### config.mk
export PLATFORM = sky130hd
export DESIGN_NAME = salct_fifo
export DESIGN_NICKNAME = d
export VERILOG_FILES = /design/src/hdl/set_assoc_lru_cache_tags_assert.svh /design/src/hdl/salct_fifo.sv
export SDC_FILE = /design/constraint.sdc
export NUM_CORES = 1
export LEC_CHECK = 0
export BUFFER_PORTS_ARGS = -buffer_cell sky130_fd_sc_hd__buf_4
export CAP_MARGIN = 20
export CORE_MARGIN = 3
export CORE_UTILIZATION = 55
export CTS_BUF_LIST = sky130_fd_sc_hd__clkbuf_4 sky130_fd_sc_hd__clkbuf_8
export DETAILED_ROUTE_END_ITERATION = 10
export PLACE_DENSITY = 0.84
export SLEW_MARGIN = 5
export SYNTH_ARGS = -nofsm -noshare
export SYNTH_HDL_FRONTEND = slang
export SYNTH_SLANG_ARGS = --single-unit
### constraint.sdc
create_clock -name clk -period 3.3 [get_ports clk]
set_input_delay 0.165 -clock clk [delete_from_list [all_inputs] [get_ports clk]]
set_output_delay 0.165 -clock clk [all_outputs]
set_load 0.02 [all_outputs]
### src/hdl/set_assoc_lru_cache_tags_assert.svh
// Assertion macros for the set-associative LRU tag store.
`ifndef SET_ASSOC_LRU_CACHE_TAGS_ASSERT_SVH
`define SET_ASSOC_LRU_CACHE_TAGS_ASSERT_SVH
`ifndef SYNTH
`define SALCT_ASSERT(lbl, clk, rst_n, cond, msg) \
  lbl: assert property (@(posedge clk) disable iff (!rst_n) (cond)) else $error(msg);
`define SALCT_ASSERT_NEXT(lbl, clk, rst_n, ante, cons, msg) \
  lbl: assert property (@(posedge clk) disable iff (!rst_n) (ante) |=> (cons)) else $error(msg);
`else
`define SALCT_ASSERT(lbl, clk, rst_n, cond, msg)
`define SALCT_ASSERT_NEXT(lbl, clk, rst_n, ante, cons, msg)
`endif
`endif

### src/hdl/salct_fifo.sv
// Short item queue between the front and back ends.
module salct_fifo #(
  parameter int WIDTH = 8,
  parameter int DEPTH = 2
) (
  input  logic             clk,
  input  logic             rst_n,
  input  logic             push,
  input  logic [WIDTH-1:0] wdata,
  output logic             full,
  input  logic             pop,
  output logic [WIDTH-1:0] rdata,
  output logic             empty
);
  localparam int PTR_W = (DEPTH > 1) ? $clog2(DEPTH) : 1;
  localparam int CNT_W = $clog2(DEPTH + 1);

  logic [WIDTH-1:0] slot_r [DEPTH];
  logic [PTR_W-1:0] wr_ptr_r;
  logic [PTR_W-1:0] rd_ptr_r;
  logic [CNT_W-1:0] count_r;
  logic             do_push;
  logic             do_pop;

  assign full    = (count_r == CNT_W'(DEPTH));
  assign empty   = (count_r == '0);
  assign do_push = push && !full;
  assign do_pop  = pop && !empty;
  assign rdata   = slot_r[rd_ptr_r];

  always_ff @(posedge clk) begin
    if (!rst_n) begin
      wr_ptr_r <= '0;
      rd_ptr_r <= '0;
      count_r  <= '0;
    end else begin
      if (do_push) begin
        wr_ptr_r <= (wr_ptr_r == PTR_W'(DEPTH - 1)) ? '0 : wr_ptr_r + PTR_W'(1);
      end
      if (do_pop) begin
        rd_ptr_r <= (rd_ptr_r == PTR_W'(DEPTH - 1)) ? '0 : rd_ptr_r + PTR_W'(1);
      end
      if (do_push && !do_pop) begin
        count_r <= count_r + CNT_W'(1);
      end else if (do_pop && !do_push) begin
        count_r <= count_r - CNT_W'(1);
      end
    end
  end

  always_ff @(posedge clk) begin
    if (do_push) begin
      slot_r[wr_ptr_r] <= wdata;
    end
  end

endmodule

-- Word-level counts from Yosys, hierarchy flattened
Memories as Yosys holds them, arrays and structs flattened. A register that Yosys moved wholly into a read port is not among the register bits.
Index checks and enable logic that the tools add are counted.
- flip-flop bits (word level): 4
- latch bits: 0
- memory bits (writable): 16
- bits in read-only memories: 0
- bits of input ports: 12
- output and inout bits: 10
- logic and storage cells: 27
- memories kept: 1
- add/subtract/negate cells: 4
- $mul: 0
- divide/modulo/power cells: 0
- order comparisons: 0
- equality and inequality tests: 1
- shift operators: 0
- mux-type cells: 8
- bitwise logic cells: 0
- reduce and logical (&&, ||, !) cells: 10
- memories (name ; words ; width ; rd ports ; clocked after memory_dff ; write ports ; RTL line ; source):
    slot_r ; 2 ; 8 ; 1 ; 1 ; 1 ; salct_fifo.sv:18 ; logic [WIDTH-1:0] slot_r [DEPTH];
- operator list (kind ; count):
    1-bit 2-to-1 mux ; 6
    1-bit logical AND ; 4
    1-bit logical NOT ; 4
    2-bit 2-to-1 mux ; 2
    1-bit adder, second input constant ; 2
    2-bit by 1-bit adder with 2-bit output, second input constant ; 1
    2-bit == test, second input constant ; 1
    2-bit logical NOT ; 1
    2-bit nonzero test ; 1
    2-bit by 1-bit subtractor with 2-bit output, second input constant ; 1

-- Depth between registers and ports, before layout
- depth after elaboration: 7
- mapped depth: 7
- gate-level depth less buffers: 7

-- Worst setup path before layout
Ideal clock, no wire load.
- kind: register to register
- from: register count_r[0]
- to: register count_r[1]
- setup time: 0.070 ns
- arrival: 1.444 ns
- data required time: 3.230 ns
- setup slack: 1.786 ns
- stages on the path, launching flop included: 7
- buffers on the path: 0
- period minus slack after synthesis: 1.514 ns
- path through: dfxtp_1 -> nand2b_1 -> inv_2 -> nor2_1 -> ha_1 -> or3_1 -> a21boi_1
- word-level cells in the longest chain between the ends: 6
- elaborated cells between the ends (all ways): 15
- those cells by class: 2 x add/sub; 1 x eq/ne; 2 x mux; 10 x reduce/logical
- ends and longest elaborated chain (what ; RTL line ; source):
    from (decl) ; salct_fifo.sv:21 ; logic [CNT_W-1:0] count_r;
    from (signal assigned) ; salct_fifo.sv:44 ; count_r <= count_r + CNT_W'(1);
    from (signal assigned) ; salct_fifo.sv:46 ; count_r <= count_r - CNT_W'(1);
    2-bit == test (*) ; salct_fifo.sv:25 ; assign full = (count_r == CNT_W'(DEPTH));
    net full ; salct_fifo.sv:10 ; output logic full,
    1-bit logical NOT (*) ; salct_fifo.sv:27 ; assign do_push = push && !full;
    1-bit logical AND (*) ; salct_fifo.sv:27 ;
    1-bit logical NOT ; salct_fifo.sv:45 ; end else if (do_pop && !do_push) begin
    1-bit logical AND ; salct_fifo.sv:45 ;
    2-bit nonzero test (no source line) ; - ;
The timed path passes the listed nets; every way through them passes the cells marked *. The select of a mux whose other input is x is not followed.
A chain may end at the register's enable or synchronous reset.

-- Final worst setup path
- from: register count_r[0]
- to: register count_r[1]
- word-level cells in the longest chain between the ends: 6
- elaborated cells between the ends (all ways): 15
- those cells by class: 2 x add/sub; 1 x eq/ne; 2 x mux; 10 x reduce/logical
- ends and longest elaborated chain (what ; RTL line):
    2-bit == test or 2-bit logical NOT (tied branches) ; salct_fifo.sv:25, salct_fifo.sv:26
    1-bit logical NOT (on tied branches) ; salct_fifo.sv:27, salct_fifo.sv:28
    1-bit logical AND (on tied branches) ; salct_fifo.sv:27, salct_fifo.sv:28
    1-bit logical NOT (on tied branches) ; salct_fifo.sv:45, salct_fifo.sv:43
    1-bit logical AND (on tied branches) ; salct_fifo.sv:45, salct_fifo.sv:43
    2-bit nonzero test (no source line) or 2-bit 2-to-1 mux (tied branches) ; -
Several ways; a longest one is shown, not always the timed one. The select of a mux whose other input is x is not followed.

==> impl_table.tex <==
\begin{tabular}{lr}
\hline
Metric & Value \\
\hline
\multicolumn{2}{l}{\textbf{Pwr}} \\
\quad Leakage power & 0.399 nW \\
\quad Net switching share of the total power & 32.9\% \\
\quad Max VDD drop & 0.000617 V \\
\quad Pwr/cell area & 777 nW/um\^{}2 \\
\quad Internal Dissipation & 526 uW \\
\quad Proportion of power drawn by combinational gates & 37.3\% \\
\quad Fraction of power consumed by sequential logic & 47.8\% \\
\quad Net Switching & 258 uW \\
\quad Part of the power in the clock network & 14.9\% \\
\multicolumn{2}{l}{\textbf{Setup path}} \\
\quad Path type of the worst setup path & flip-flop to flip-flop \\
\quad Cell with the largest stage delay on the worst path & dfxtp\_1 \\
\quad Critical path's largest stage delay & 0.44 ns \\
\quad Largest fanout of any net on the critical path & 5 \\
\quad CP startpoint & count\_r[0] \\
\quad Beginning of the worst register-to-register path & count\_r[0] \\
\quad Worst path top cell family by delay & simple AND/OR/NAND/NOR gates \\
\quad Crit path depth & 6 \\
\quad Capture point of the worst reg-to-reg path & count\_r[1] \\
\quad Buffer and inverter count on the worst path & 1 \\
\quad Setup slack of the worst register-to-register path & 1.69 ns \\
\quad Critical Path End & count\_r[1] \\
\quad Worst Setup End Kind & flip-flop \\
\quad Arrival time reported for the critical path endpoint & 1.84 ns \\
\quad Startpoint type of the worst setup path & flip-flop \\
\quad Worst-path cell chain & nand2b\_1, inv\_2, nor2\_1, ha\_1, or3\_1, a21boi\_1 \\
\quad Reg2reg path depth & 6 \\
\quad Required time at the endpoint of the critical path & 3.53 ns \\
\multicolumn{2}{l}{\textbf{Synth}} \\
\quad Area leader, netlist & edfxtp\_1 \\
\quad Synth unique cells & 20 \\
\quad Warning count from the yosys run & 0 \\
\quad Area share of the largest cell type after synthesis & 59.4\% \\
\quad Post-synthesis area per instance & 16.2 sq um \\
\quad Post-synthesis instance area & 810 sq um \\
\quad Cells after Synth & 50 \\
\quad Number of nets produced by synthesis & 63 \\
\quad Cells taking the most area after synthesis & edfxtp\_1 (59\%), dfxtp\_1 (12\%), mux2\_2 (11\%) \\
\quad Synthesis-stage register bit count & 21 \\
\quad Part of the Yosys area used for sequential elements & 71.7\% \\
\multicolumn{2}{l}{\textbf{STA}} \\
\quad Slew of the pin with the lowest slew margin & 0.688 ns \\
\quad Clock period minus final worst setup slack & 1.61 ns \\
\quad Upper clock frequency limit & 623 MHz \\
\quad Setup repair after global routing missed its margin & false \\
\quad Count of final max-slew check failures & 0 \\
\quad Final worst path period share & 48.6\% \\
\quad Clock Skews & 0.00109 ns \\
\quad Number of failing setup endpoints in the final timing report & 0 \\
\quad Worst rel slew slack & 53.9\% \\
\quad Setup TNS after final layout & 0 ns \\
\quad Hold Fails Final Rpt & 0 \\
\multicolumn{2}{l}{\textbf{Drt}} \\
\quad Average detailed-routed wire length per instance & 15.9 um \\
\quad Total via count after detailed routing & 489 \\
\quad First DRT Iteration DRCs & 9 \\
\quad Post-Route WL & 1.42 mm \\
\quad Antenna Violating Nets Remaining & 0 \\
\quad Post-DR vias/cell & 5.49 \\
\quad DRT Pass-1 Iters & 4 \\
\quad Remaining DRCs & 0 \\
\multicolumn{2}{l}{\textbf{Die}} \\
\quad Core outline area & 1330 sq um \\
\quad Chip width & 44.4 um \\
\quad Initial core utilization & 60.7\% \\
\quad Standard-cell row count & 13 \\
\quad Height of the die & 44.4 um \\
\quad Die outline area & 1970 sq um \\
\quad Count of boundary I/O pins & 22 \\
\multicolumn{2}{l}{\textbf{Clocking}} \\
\quad Number of hold buffers added after CTS & 0 \\
\quad Total CTS buffers & 3 \\
\quad Clock transition at the register clock pins on the worst setup and hold paths after CTS & 0.11 ns \\
\quad Number of clock sinks & 21 \\
\quad Setup Fix Bufs, Post-CTS & 0 \\
\quad CTS H-tree lvls & 1 \\
\quad Clock tree from TritonCTS & yes \\
\quad Clock Path Buffers & 2 \\
\quad Clock root buffer master & clkbuf\_4 \\
\quad Post-cts gate resize count & 0 \\
\quad Later-pin clock latency in the skew report & 0.29 ns \\
\multicolumn{2}{l}{\textbf{Cells and area}} \\
\quad Post-layout net count & 88 \\
\quad Number of diodes added for antenna fixing & 0 \\
\quad Fraction of final layout cells sized beyond drive strength 1 & 47.3\% \\
\quad Area added between synthesis and finish & 24.6\% \\
\quad Core Util, Final & 75.6\% \\
\multicolumn{2}{l}{\textbf{Global routing}} \\
\quad Antenna violations before repair & 0 \\
\quad First-pass GRT wire length & 2.26 mm \\
\quad Via count of the first global-routing pass & 511 \\
\quad Residual overflow from global routing & 0 \\
\quad Pin count of the biggest net entering global routing & 13 \\
\quad Total track usage & 16.4\% \\
\multicolumn{2}{l}{\textbf{Hold path}} \\
\quad Worst hold path class & input port to flip-flop \\
\multicolumn{2}{l}{\textbf{Placed design}} \\
\quad \# port buffers & 21 \\
\quad Final HPWL DP & 1.11 mm \\
\quad GPL Wtd Cong & 0.683 \\
\multicolumn{2}{l}{\textbf{Flow run}} \\
\quad Max capacitance violation total & 0 \\
\multicolumn{2}{l}{\textbf{Outcome}} \\
\quad Result of the run & finished, final reports clean \\
\hline
\end{tabular}
-- state kept, by name (all words and copies together), names as in the netlist, named ones only --
name,cells
wr_ptr_r,1
slot_r,16
count_r,2
rd_ptr_r,1
-- cells in the final DEF, fill, tap and decap left out, drive strengths merged --
master  count
a21boi      2
and2        3
and3        1
buf        21
clkbuf      3
clkinv      1
dfxtp       5
edfxtp     16
ha          1
inv         2
mux2        8
nand2b      1
nor2        2
nor3        1
o21a        1
o21ai       2
or3         1
xnor2       2
xor2        1
-- layout make-up --
class                           instances  area (sq um)
Inverter                                2          7.51
Clock buffer                            3          22.5
Multi-Input combinational cell         26           216
Clock inverter                          1          5.00
Fill cell                              90           325
Timing Repair Buffer                   21           158
Tap cell                               15          18.8
Sequential cell                        21           581
-- cells by family after synthesis --
kind of cell	Yosys count	share of synthesized area (%)
flip-flops	21	71.7
adder cells (fa/ha/maj)	1	1.55
buffers and inverters	3	1.54
AO/OA/AOI/OAI	5	4.02
XOR/XNOR	3	3.25
AND/OR/NAND/NOR	9	6.80
multiplexers	8	11.1
-- cells in the mapped netlist, drive strengths merged --
cell and instances:
a21boi 2, and2 3, and3 1, buf 1, dfxtp 5, edfxtp 16
ha 1, inv 2, mux2 8, nand2b 1, nor2 2, nor3 1
o21a 1, o21ai 2, or3 1, xnor2 2, xor2 1
-- metrics by stage --
stage,total power [mW],instance area [sq um],std cells,worst slack (ns),hold slack (ns)
floorplan,0.563,810,50,1.79,0.264
global placement,0.657,981,85,1.81,0.350
detailed placement,0.675,981,85,1.72,0.355
CTS,0.789,1010,89,1.71,0.0457
global route,0.825,1010,89,1.60,0.0307
finish,0.784,1010,89,1.69,0.0517
-- metal layers --
layer	vias to the layer above	global-route usage, %	wire length (um)
met5	-	0	0
met4	0	4.22	19
li1	230	-	-
met1	232	18.7	539
met2	23	29.4	778
met3	4	5.28	82
-- power by group through the flow --
stage	sequential [mW]	clock [mW]	combinational, mW
floorplan	0.360	0	0.202
detailed placement	0.381	0	0.294
global placement	0.377	0	0.280
finish	0.374	0.117	0.293
global route	0.380	0.132	0.312
CTS	0.375	0.119	0.296
-- how the worst min path moves through the flow --
| stage | start | to | slack (ns) | cells after the start |
|---|---|---|---|---|
| after floorplan | wdata[0] | slot_r[0][0] | 0.26 | 0 |
| after global placement | wdata[1] | slot_r[1][1] | 0.35 | 1 |
| after detailed placement | wdata[5] | slot_r[0][5] | 0.35 | 1 |
| after CTS | wdata[5] | slot_r[1][5] | 0.05 | 1 |
| after global routing | wdata[5] | slot_r[0][5] | 0.03 | 1 |
| final | wdata[1] | slot_r[1][1] | 0.05 | 1 |
No activity file was read; power rests on OpenSTA's default activity.
