--- config.mk ---
export PLATFORM = sky130hd
export DESIGN_NAME = salct_front
export DESIGN_NICKNAME = d
export VERILOG_FILES = /design/src/hdl/set_assoc_lru_cache_tags_assert.svh /design/src/hdl/salct_pkg.sv /design/src/hdl/salct_front.sv
export SDC_FILE = /design/constraint.sdc
export NUM_CORES = 1
export LEC_CHECK = 0
export CAP_MARGIN = 30
export CELL_PAD_IN_SITES_DETAIL_PLACEMENT = 2
export CELL_PAD_IN_SITES_GLOBAL_PLACEMENT = 2
export CORE_ASPECT_RATIO = 1.1
export CORE_UTILIZATION = 38
export DETAILED_ROUTE_END_ITERATION = 8
export DONT_BUFFER_PORTS = 1
export PLACE_DENSITY = 0.81
export RECOVER_POWER = 50
export SETUP_SLACK_MARGIN = 0.02
export SYNTH_ARGS = -nofsm -noshare
export SYNTH_HDL_FRONTEND = slang
export SYNTH_SLANG_ARGS = --single-unit
--- constraint.sdc ---
create_clock -name clk -period 6.56 [get_ports clk]
set_input_delay 1.968 -clock clk [delete_from_list [all_inputs] [get_ports clk]]
set_output_delay 1.968 -clock clk [all_outputs]
set_load 0.03 [all_outputs]
--- src/hdl/set_assoc_lru_cache_tags_assert.svh ---
// Assertion macros for the set-associative LRU tag store.
`ifndef SET_ASSOC_LRU_CACHE_TAGS_ASSERT_SVH
`define SET_ASSOC_LRU_CACHE_TAGS_ASSERT_SVH
`ifndef SYNTH
`define SALCT_ASSERT(lbl, clk, rst_n, cond, msg) \
  lbl: assert property (@(posedge clk) disable iff (!rst_n) (cond)) else $error(msg);
`define SALCT_ASSERT_NEXT(lbl, clk, rst_n, ante, cons, msg) \
  lbl: assert property (@(posedge clk) disable iff (!rst_n) (ante) |=> (cons)) else $error(msg);
`else
`define SALCT_ASSERT(lbl, clk, rst_n, cond, msg)
`define SALCT_ASSERT_NEXT(lbl, clk, rst_n, ante, cons, msg)
`endif
`endif

--- src/hdl/salct_pkg.sv ---
// Types and constants shared by the LRU tag store modules.
package salct_pkg;

  localparam int CFG_IDX_W  = 2;
  localparam int CFG_DATA_W = 8;
  localparam int SET_BITS_W = 3;
  localparam int OFFSET_W   = 5;
  localparam int WAYS_W     = 4;
  localparam int STAMP_W    = 64;
  localparam int CNT_W      = 32;
  localparam int Q_DEPTH    = 2;

  localparam logic [CFG_IDX_W-1:0] CFG_SET_BITS    = 2'd0;
  localparam logic [CFG_IDX_W-1:0] CFG_OFFSET_BITS = 2'd1;
  localparam logic [CFG_IDX_W-1:0] CFG_WAYS        = 2'd2;

  localparam logic [SET_BITS_W-1:0] RST_SET_BITS = 3'd4;
  localparam logic [OFFSET_W-1:0]   RST_OFFSET   = 5'd4;
  localparam logic [WAYS_W-1:0]     RST_WAYS     = 4'd1;

  typedef enum logic [1:0] {
    OP_LOAD   = 2'd0,
    OP_STORE  = 2'd1,
    OP_MODIFY = 2'd2,
    OP_IFETCH = 2'd3
  } op_t;

  typedef enum logic [1:0] {
    BK_IDLE,
    BK_CMP,
    BK_REDUCE,
    BK_WRITE
  } bk_state_t;

  typedef struct packed {
    logic [1:0]  opcode;
    logic [63:0] address;
  } in_item_t;

  typedef struct packed {
    logic             was_hit;
    logic             was_miss;
    logic             was_eviction;
    logic             extra_hit;
    logic [CNT_W-1:0] hit_total;
    logic [CNT_W-1:0] miss_total;
    logic [CNT_W-1:0] eviction_total;
  } out_item_t;

endpackage

--- src/hdl/salct_front.sv ---
// Front end: configuration registers and classification of accesses into set and tag.
module salct_front #(
  parameter int MAX_SET_BITS = 6,
  parameter int MAX_WAYS     = 8,
  parameter int ADDR_BITS    = 64
) (
  input  logic                                  clk,
  input  logic                                  rst_n,
  input  logic                                  cfg_valid,
  output logic                                  cfg_ready,
  input  logic [salct_pkg::CFG_IDX_W-1:0]       cfg_index,
  input  logic [salct_pkg::CFG_DATA_W-1:0]      cfg_data,
  input  logic                                  in_valid,
  output logic                                  in_ready,
  input  salct_pkg::in_item_t                   in_item,
  output logic                                  q_push,
  output logic [$clog2(MAX_WAYS+1)+MAX_SET_BITS+ADDR_BITS-1:0] q_data,
  input  logic                                  q_full
);
  import salct_pkg::*;

  localparam int SB_W  = $clog2(MAX_SET_BITS + 1);
  localparam int WC_W  = $clog2(MAX_WAYS + 1);
  localparam int TAG_W = ADDR_BITS - 2;
  localparam int SUM_W = $clog2(MAX_SET_BITS + 32);

  typedef struct packed {
    op_t               op;
    logic [WC_W-1:0]   ways;
    logic [MAX_SET_BITS-1:0] set;
    logic [TAG_W-1:0]  tag;
  } q_item_t;

  logic [SET_BITS_W-1:0]   set_bits_r;
  logic [OFFSET_W-1:0]     offset_r;
  logic [WAYS_W-1:0]       ways_r;
  logic [SB_W-1:0]         s_eff;
  logic [OFFSET_W-1:0]     b_eff;
  logic [WC_W-1:0]         e_eff;
  logic [SUM_W-1:0]        sb_sum;
  logic [ADDR_BITS-1:0]    addr_l;
  logic [ADDR_BITS-1:0]    shifted;
  logic [ADDR_BITS-1:0]    tag_full;
  logic [MAX_SET_BITS-1:0] set_mask;
  q_item_t                 q_item;

  assign cfg_ready = 1'b1;

  always_ff @(posedge clk) begin
    if (!rst_n) begin
      set_bits_r <= RST_SET_BITS;
      offset_r   <= RST_OFFSET;
      ways_r     <= RST_WAYS;
    end else if (cfg_valid) begin
      unique case (cfg_index)
        CFG_SET_BITS:    set_bits_r <= cfg_data[SET_BITS_W-1:0];
        CFG_OFFSET_BITS: offset_r   <= cfg_data[OFFSET_W-1:0];
        CFG_WAYS:        ways_r     <= cfg_data[WAYS_W-1:0];
        default: begin
        end
      endcase
    end
  end

  always_comb begin
    if (set_bits_r == '0) begin
      s_eff = SB_W'(1);
    end else if (int'(set_bits_r) > MAX_SET_BITS) begin
      s_eff = SB_W'(MAX_SET_BITS);
    end else begin
      s_eff = SB_W'(set_bits_r);
    end
    b_eff = (offset_r == '0) ? OFFSET_W'(1) : offset_r;
    if (ways_r == '0) begin
      e_eff = WC_W'(1);
    end else if (int'(ways_r) > MAX_WAYS) begin
      e_eff = WC_W'(MAX_WAYS);
    end else begin
      e_eff = WC_W'(ways_r);
    end

    addr_l   = in_item.address[ADDR_BITS-1:0];
    shifted  = addr_l >> b_eff;
    set_mask = ~({MAX_SET_BITS{1'b1}} << s_eff);
    sb_sum   = SUM_W'(s_eff) + SUM_W'(b_eff);
    tag_full = addr_l >> sb_sum;

    q_item.op   = op_t'(in_item.opcode);
    q_item.ways = e_eff;
    q_item.set  = shifted[MAX_SET_BITS-1:0] & set_mask;
    q_item.tag  = tag_full[TAG_W-1:0];
  end

  assign in_ready = !q_full;
  assign q_push   = in_valid && !q_full;
  assign q_data   = q_item;

endmodule

=== Yosys cells after proc, flatten, opt, wreduce, memory -nomap -nowiden ===
Index checks and enable logic that the tools add are counted.

* Bits in registers: 12

* Eq/ne operators: 2
* $add $sub $neg: 1
* Reduce and logical (&&, ||, !) cells: 9
* Shift operators: 3
* Bitwise logic cells: 2
* Order comparisons: 2
* Mux-type cells: 5

{| class="wikitable"
|+ Operators by type and width
! cell !! number
|-
| $shr A64 B5 Y6 || 1
|-
| $shr A64 B6 Y62 || 1
|-
| $mux W4 || 2
|-
| $add A3 B5 Y6 || 1
|-
| $and A6 B6 Y6 || 1
|-
| $mux W3 || 2
|-
| $not A6 Y6 || 1
|-
| $reduce_and A2 Y1 || 3
|-
| $shl A6 B3 Y6 const A || 1
|-
| $logic_not A5 Y1 || 1
|-
| $mux W5 || 1
|-
| $gt A4 B4 Y1 const B || 1
|-
| $logic_not A4 Y1 || 1
|-
| $gt A3 B3 Y1 const B || 1
|-
| $logic_not A3 Y1 || 1
|-
| $eq A2 B1 Y1 const B || 1
|-
| $eq A2 B2 Y1 const B || 1
|-
| $logic_not A2 Y1 || 1
|-
| $logic_and A1 B1 Y1 || 1
|-
| $logic_not A1 Y1 || 1
|}

=== Logic depth before layout (Yosys ltp) ===
* Depth in word-level cells: 6
* Depth in mapped cells: 17

=== Least setup slack after synthesis ===
OpenSTA, ideal clock, no wires.

* Path type: register to output
* Start: register offset_r[1]
* End: output port q_data[3]
* Buffers on the path: 5
* Stages on the path, launching flop included: 17
* Arrival time: 3.970 ns
* Slack: 0.622 ns
* Cells stage by stage: dfxtp_1 > buf_6 > nor4_4 > nor2_8 > inv_8 > buf_12 > buf_8 > ha_1 > inv_1 > fa_1 > xnor2_1 > buf_2 > buf_2 > nand2_1 > nand2_1 > o211ai_1 > a222oi_1

* Longest elaborated chain between the ends: 4

{| class="wikitable"
|+ Ends and longest elaborated chain
! element !! RTL line !! text
|-
| from (decl) || salct_front.sv:35 || <nowiki>logic [OFFSET_W-1:0] offset_r;</nowiki>
|-
| from (signal assigned) || salct_front.sv:57 || <nowiki>CFG_OFFSET_BITS: offset_r <= cfg_data[OFFSET_W-1:0];</nowiki>
|-
| $logic_not A5 Y1 || salct_front.sv:73 || <nowiki>b_eff = (offset_r == '0) ? OFFSET_W'(1) : offset_r;</nowiki>
|-
| $mux W5 * || salct_front.sv:73 ||
|-
| $add A3 B5 Y6 * || salct_front.sv:85 || <nowiki>sb_sum = SUM_W'(s_eff) + SUM_W'(b_eff);</nowiki>
|-
| $shr A64 B6 Y62 * || salct_front.sv:86 || <nowiki>tag_full = addr_l >> sb_sum;</nowiki>
|-
| to (decl) || salct_front.sv:17 || <nowiki>output logic [$clog2(MAX_WAYS+1)+MAX_SET_BITS+ADDR_BITS-1:0] q_data,</nowiki>
|}

Mark *: on every way between the ends. The rest lies on a longest branch, timed or not.

=== Final worst setup path ===
* Start: register offset_r[1]
* End: output port q_data[11]

Same word-level chain as after synthesis.

==> flow_metrics.env <==
export IMPL_die_area_mm2=0.0169
export IMPL_max_clock_freq_mhz=157
export IMPL_switchingPower_uw=753
export IMPL_synth_edf_count=0
export IMPL_num_rows=48
export IMPL_core_region_area_mm2=0.0159
export IMPL_pwr_share_seq=0.060
export IMPL_antenna_found_initial=0
export IMPL_setup_viol=0
export IMPL_async_flop_share=0
export IMPL_cts_sinks=12
export IMPL_htreeDepth=1
export IMPL_drc=0
export IMPL_synth_top_area_cell="mux4_2"
export IMPL_maxCapViolations=0
export IMPL_die_y_um=136
export IMPL_fin_crit_ps=6360
export IMPL_p_int_uw=590
export IMPL_critPathTopFamily="simple AND/OR/NAND/NOR gates"
export IMPL_power_frac_clock=0.081
export IMPL_finClkSkew_ps=0
export IMPL_cts_resized=0
export IMPL_initial_utilization=0.393
export IMPL_leakage_nw=2.56
export IMPL_worst_endpoint_required_ps=4590
export IMPL_ys_types=75
export IMPL_cp_start_kind="register"
export IMPL_peakVddDrop_v=0.000114
export IMPL_post_synth_top_count_cell="nand2_1"
export IMPL_syn_instance_count=799
export IMPL_grt_pass1_vias=7653
export IMPL_clock_latency_ps=240
export IMPL_ys_ff_latch=12
export IMPL_firstDrtPassIters=5
export IMPL_swShare=0.561
export IMPL_place_hpwl_um=23200
export IMPL_cp_slowest_stage_delay_ps=850
export IMPL_vias=7281
export IMPL_drt_total_wl_um=29600
export IMPL_finalHoldViolations=0
export IMPL_grt_pass1_wl_um=45700
export IMPL_dpl_cell_count=1001
export IMPL_synth_nets=884
export IMPL_synth_area_top_cells="mux4_2 (26%), nand2_1 (9.0%), mux2i_1 (7.6%), dfxtp_1 (3.9%), o21ai_0 (3.6%)"
export IMPL_cts_tree="done"
export IMPL_yosysWarnings=0
export IMPL_cts_buffer_depth=2
export IMPL_layout_nets=891
export IMPL_tightest_slew_ps=914
export IMPL_n_fill_cell=1855
export IMPL_gr_total_overflow=0
export IMPL_antennaDiodeCount=0
export IMPL_cp_end_kind="output port"
export IMPL_comb_power_share=0.859
export IMPL_power_density_mw_per_mm2=197
export IMPL_crit_chain="nor4_4 > nor2_8 > inv_8 > ha_4 > inv_1 > fa_2 > clkbuf_1 > nand3b_1 > o21ai_0 > and3_1 > a21oi_1 > o221ai_1 > buf_4"
export IMPL_min_period_over_period=0.969
export IMPL_port_buffers=0
export IMPL_numCtsBuffers=3
export IMPL_fin_util=0.429
export IMPL_grt_usage=0.353
export IMPL_cp_slowest_cell="fa_2"
export IMPL_min_path_type="register to register"
export IMPL_crit_arrival_ps=4390
export IMPL_ys_top_cells_by_count="nand2_1 (149), mux4_2 (72), nor2_1 (48)"
export IMPL_drive_above_1_share=0.226
export IMPL_root_buffer="clkbuf_16"
export IMPL_rsz0062_at_grt="no"
export IMPL_ios=158
export IMPL_final_max_slew_viol_count=0
export IMPL_post_drt_wl_per_cell_um=29.5
export IMPL_status="finished, final reports clean"
export IMPL_die_w_um=124
export IMPL_syn_area_per_cell_um2=7.79
export IMPL_post_cts_buffers=0
export IMPL_gp_congestion=0.950
export IMPL_critical_path_buf_inv_count=4
export IMPL_via_per_inst=7.25
export IMPL_relSlewSlack=0.386
export IMPL_syn_to_final_growth_pct=9.35
export IMPL_power_total_mw=1.34
export IMPL_netlist_area_mm2=0.00622
export IMPL_worstSetupPathType="register to output port"
export IMPL_grt_max_degree=65
export IMPL_synth_top_area_frac=0.261
export IMPL_ys_flop_type="dfxtp_1"
export IMPL_final_cells=1004
export IMPL_yosysSeqAreaShare=0.0386
export IMPL_path_max_fanout=16
export IMPL_antenna_left=0
export IMPL_tns_ps=0
export IMPL_initialDrtViolationCount=587
export IMPL_path_clk_slew_ps=40
export IMPL_cts_hold_buffers_added=0
layer usage:
layer	vias up	part of all wire	global-route usage
met5	-	0	0
met4	0	0.051	0.159
met3	85	0.070	0.0398
met2	383	0.49	0.610
met1	3715	0.38	0.437
li1	3098	-	-
worst register-to-register path: stages, from the launching register on:
cell	delay, ps
dfxtp_1	330
buf_4	240
inv_1	460
nand2_1	100
o21ai_0	130
nand2_1	90
power by group through the flow:
stage                     clock (mW)  sequential, mW  combinational [mW]
final                          0.109          0.0799                1.15
after global routing           0.114          0.0800                1.22
after CTS                      0.110          0.0799                1.16
after detailed placement           0          0.0811                1.15
after global placement             0          0.0806                1.11
after floorplan                    0          0.0792               0.786
cell families after synthesis:
| logic type | count (synthesis) | share of synthesized area |
|---|---|---|
| DFF | 12 | 0.0386 |
| adders and majority gates | 5 | 0.0109 |
| AOI/OAI and AO/OA | 229 | 0.255 |
| muxes | 130 | 0.356 |
| and+or+nand+nor | 320 | 0.243 |
| other | 1 | 0.000602 |
| xor gates and xnor gates | 4 | 0.00804 |
| buffers and inverters | 98 | 0.0872 |
layout make-up:
cell class | instances | area, µm² | share of cell area
Tap cell | 200 | 250 | 0.0368
Timing Repair Buffer | 90 | 714 | 0.105
Clock buffer | 3 | 75.1 | 0.0110
Sequential cell | 12 | 240 | 0.0353
Inverter | 10 | 45.0 | 0.00662
Multi-Input combinational cell | 689 | 5480 | 0.805
state kept, by name (all words and copies together), names as in the netlist:
register,cells
offset_r,5
ways_r,4
set_bits_r,3
worst paths after layout:
path	start	to	slack, ps	depth (start not counted)
max reg2reg	offset_r[2]	offset_r[2]	5100	5
min	ways_r[0]	ways_r[0]	500	2
max	offset_r[1]	q_data[11]	200	13
min reg2reg	ways_r[0]	ways_r[0]	500	2
per-stage QoR:
stage | hold slack (ps) | setup WS, ps | cell area (µm²)
6_report | 504 | 201 | 6810
5_1_grt | 526 | 67.4 | 6810
4_1_cts | 506 | 367 | 6860
3_5_place_dp | 502 | 598 | 6780
3_3_place_gp | 462 | 619 | 6770
2_1_floorplan | 445 | 622 | 6220
placed cells by master, fill, tap and decap left out, types with 3 or more instances in the layout:
| master | synthesis | layout |
|---|---|---|
| nor2_1 | 48 | 48 |
| a221oi_1 | 3 | 3 |
| a2bb2oi_1 | 5 | 5 |
| o21a_1 | 5 | 5 |
| a22o_1 | 4 | 4 |
| nand3_1 | 23 | 23 |
| nor2b_1 | 20 | 20 |
| nand2b_1 | 3 | 3 |
| a21oi_1 | 32 | 32 |
| mux4_2 | 72 | 72 |
| or3_1 | 6 | 6 |
| o221ai_1 | 9 | 9 |
| clkbuf_1 | 30 | 14 |
| o22ai_1 | 9 | 9 |
| and2_1 | 21 | 20 |
| buf_12 | 1 | 7 |
| a2111oi_0 | 4 | 4 |
| buf_4 | 7 | 68 |
| nand4_1 | 6 | 6 |
| mux2_2 | 11 | 11 |
| nand2_1 | 149 | 149 |
| clkbuf_16 | 0 | 3 |
| mux2i_1 | 47 | 47 |
| a32oi_1 | 4 | 4 |
| o211ai_1 | 15 | 15 |
| a31oi_1 | 7 | 7 |
| a21o_1 | 5 | 5 |
| a211oi_1 | 26 | 26 |
| o21ai_0 | 45 | 45 |
| nor3_1 | 14 | 14 |
| nand3b_1 | 3 | 3 |
| and3_1 | 7 | 7 |
| dfxtp_1 | 12 | 12 |
| nor4_1 | 8 | 7 |
| o22a_1 | 4 | 4 |
| o31ai_1 | 3 | 3 |
| a22oi_1 | 27 | 27 |
| inv_1 | 9 | 9 |
No activity file was read; power rests on OpenSTA's default activity.
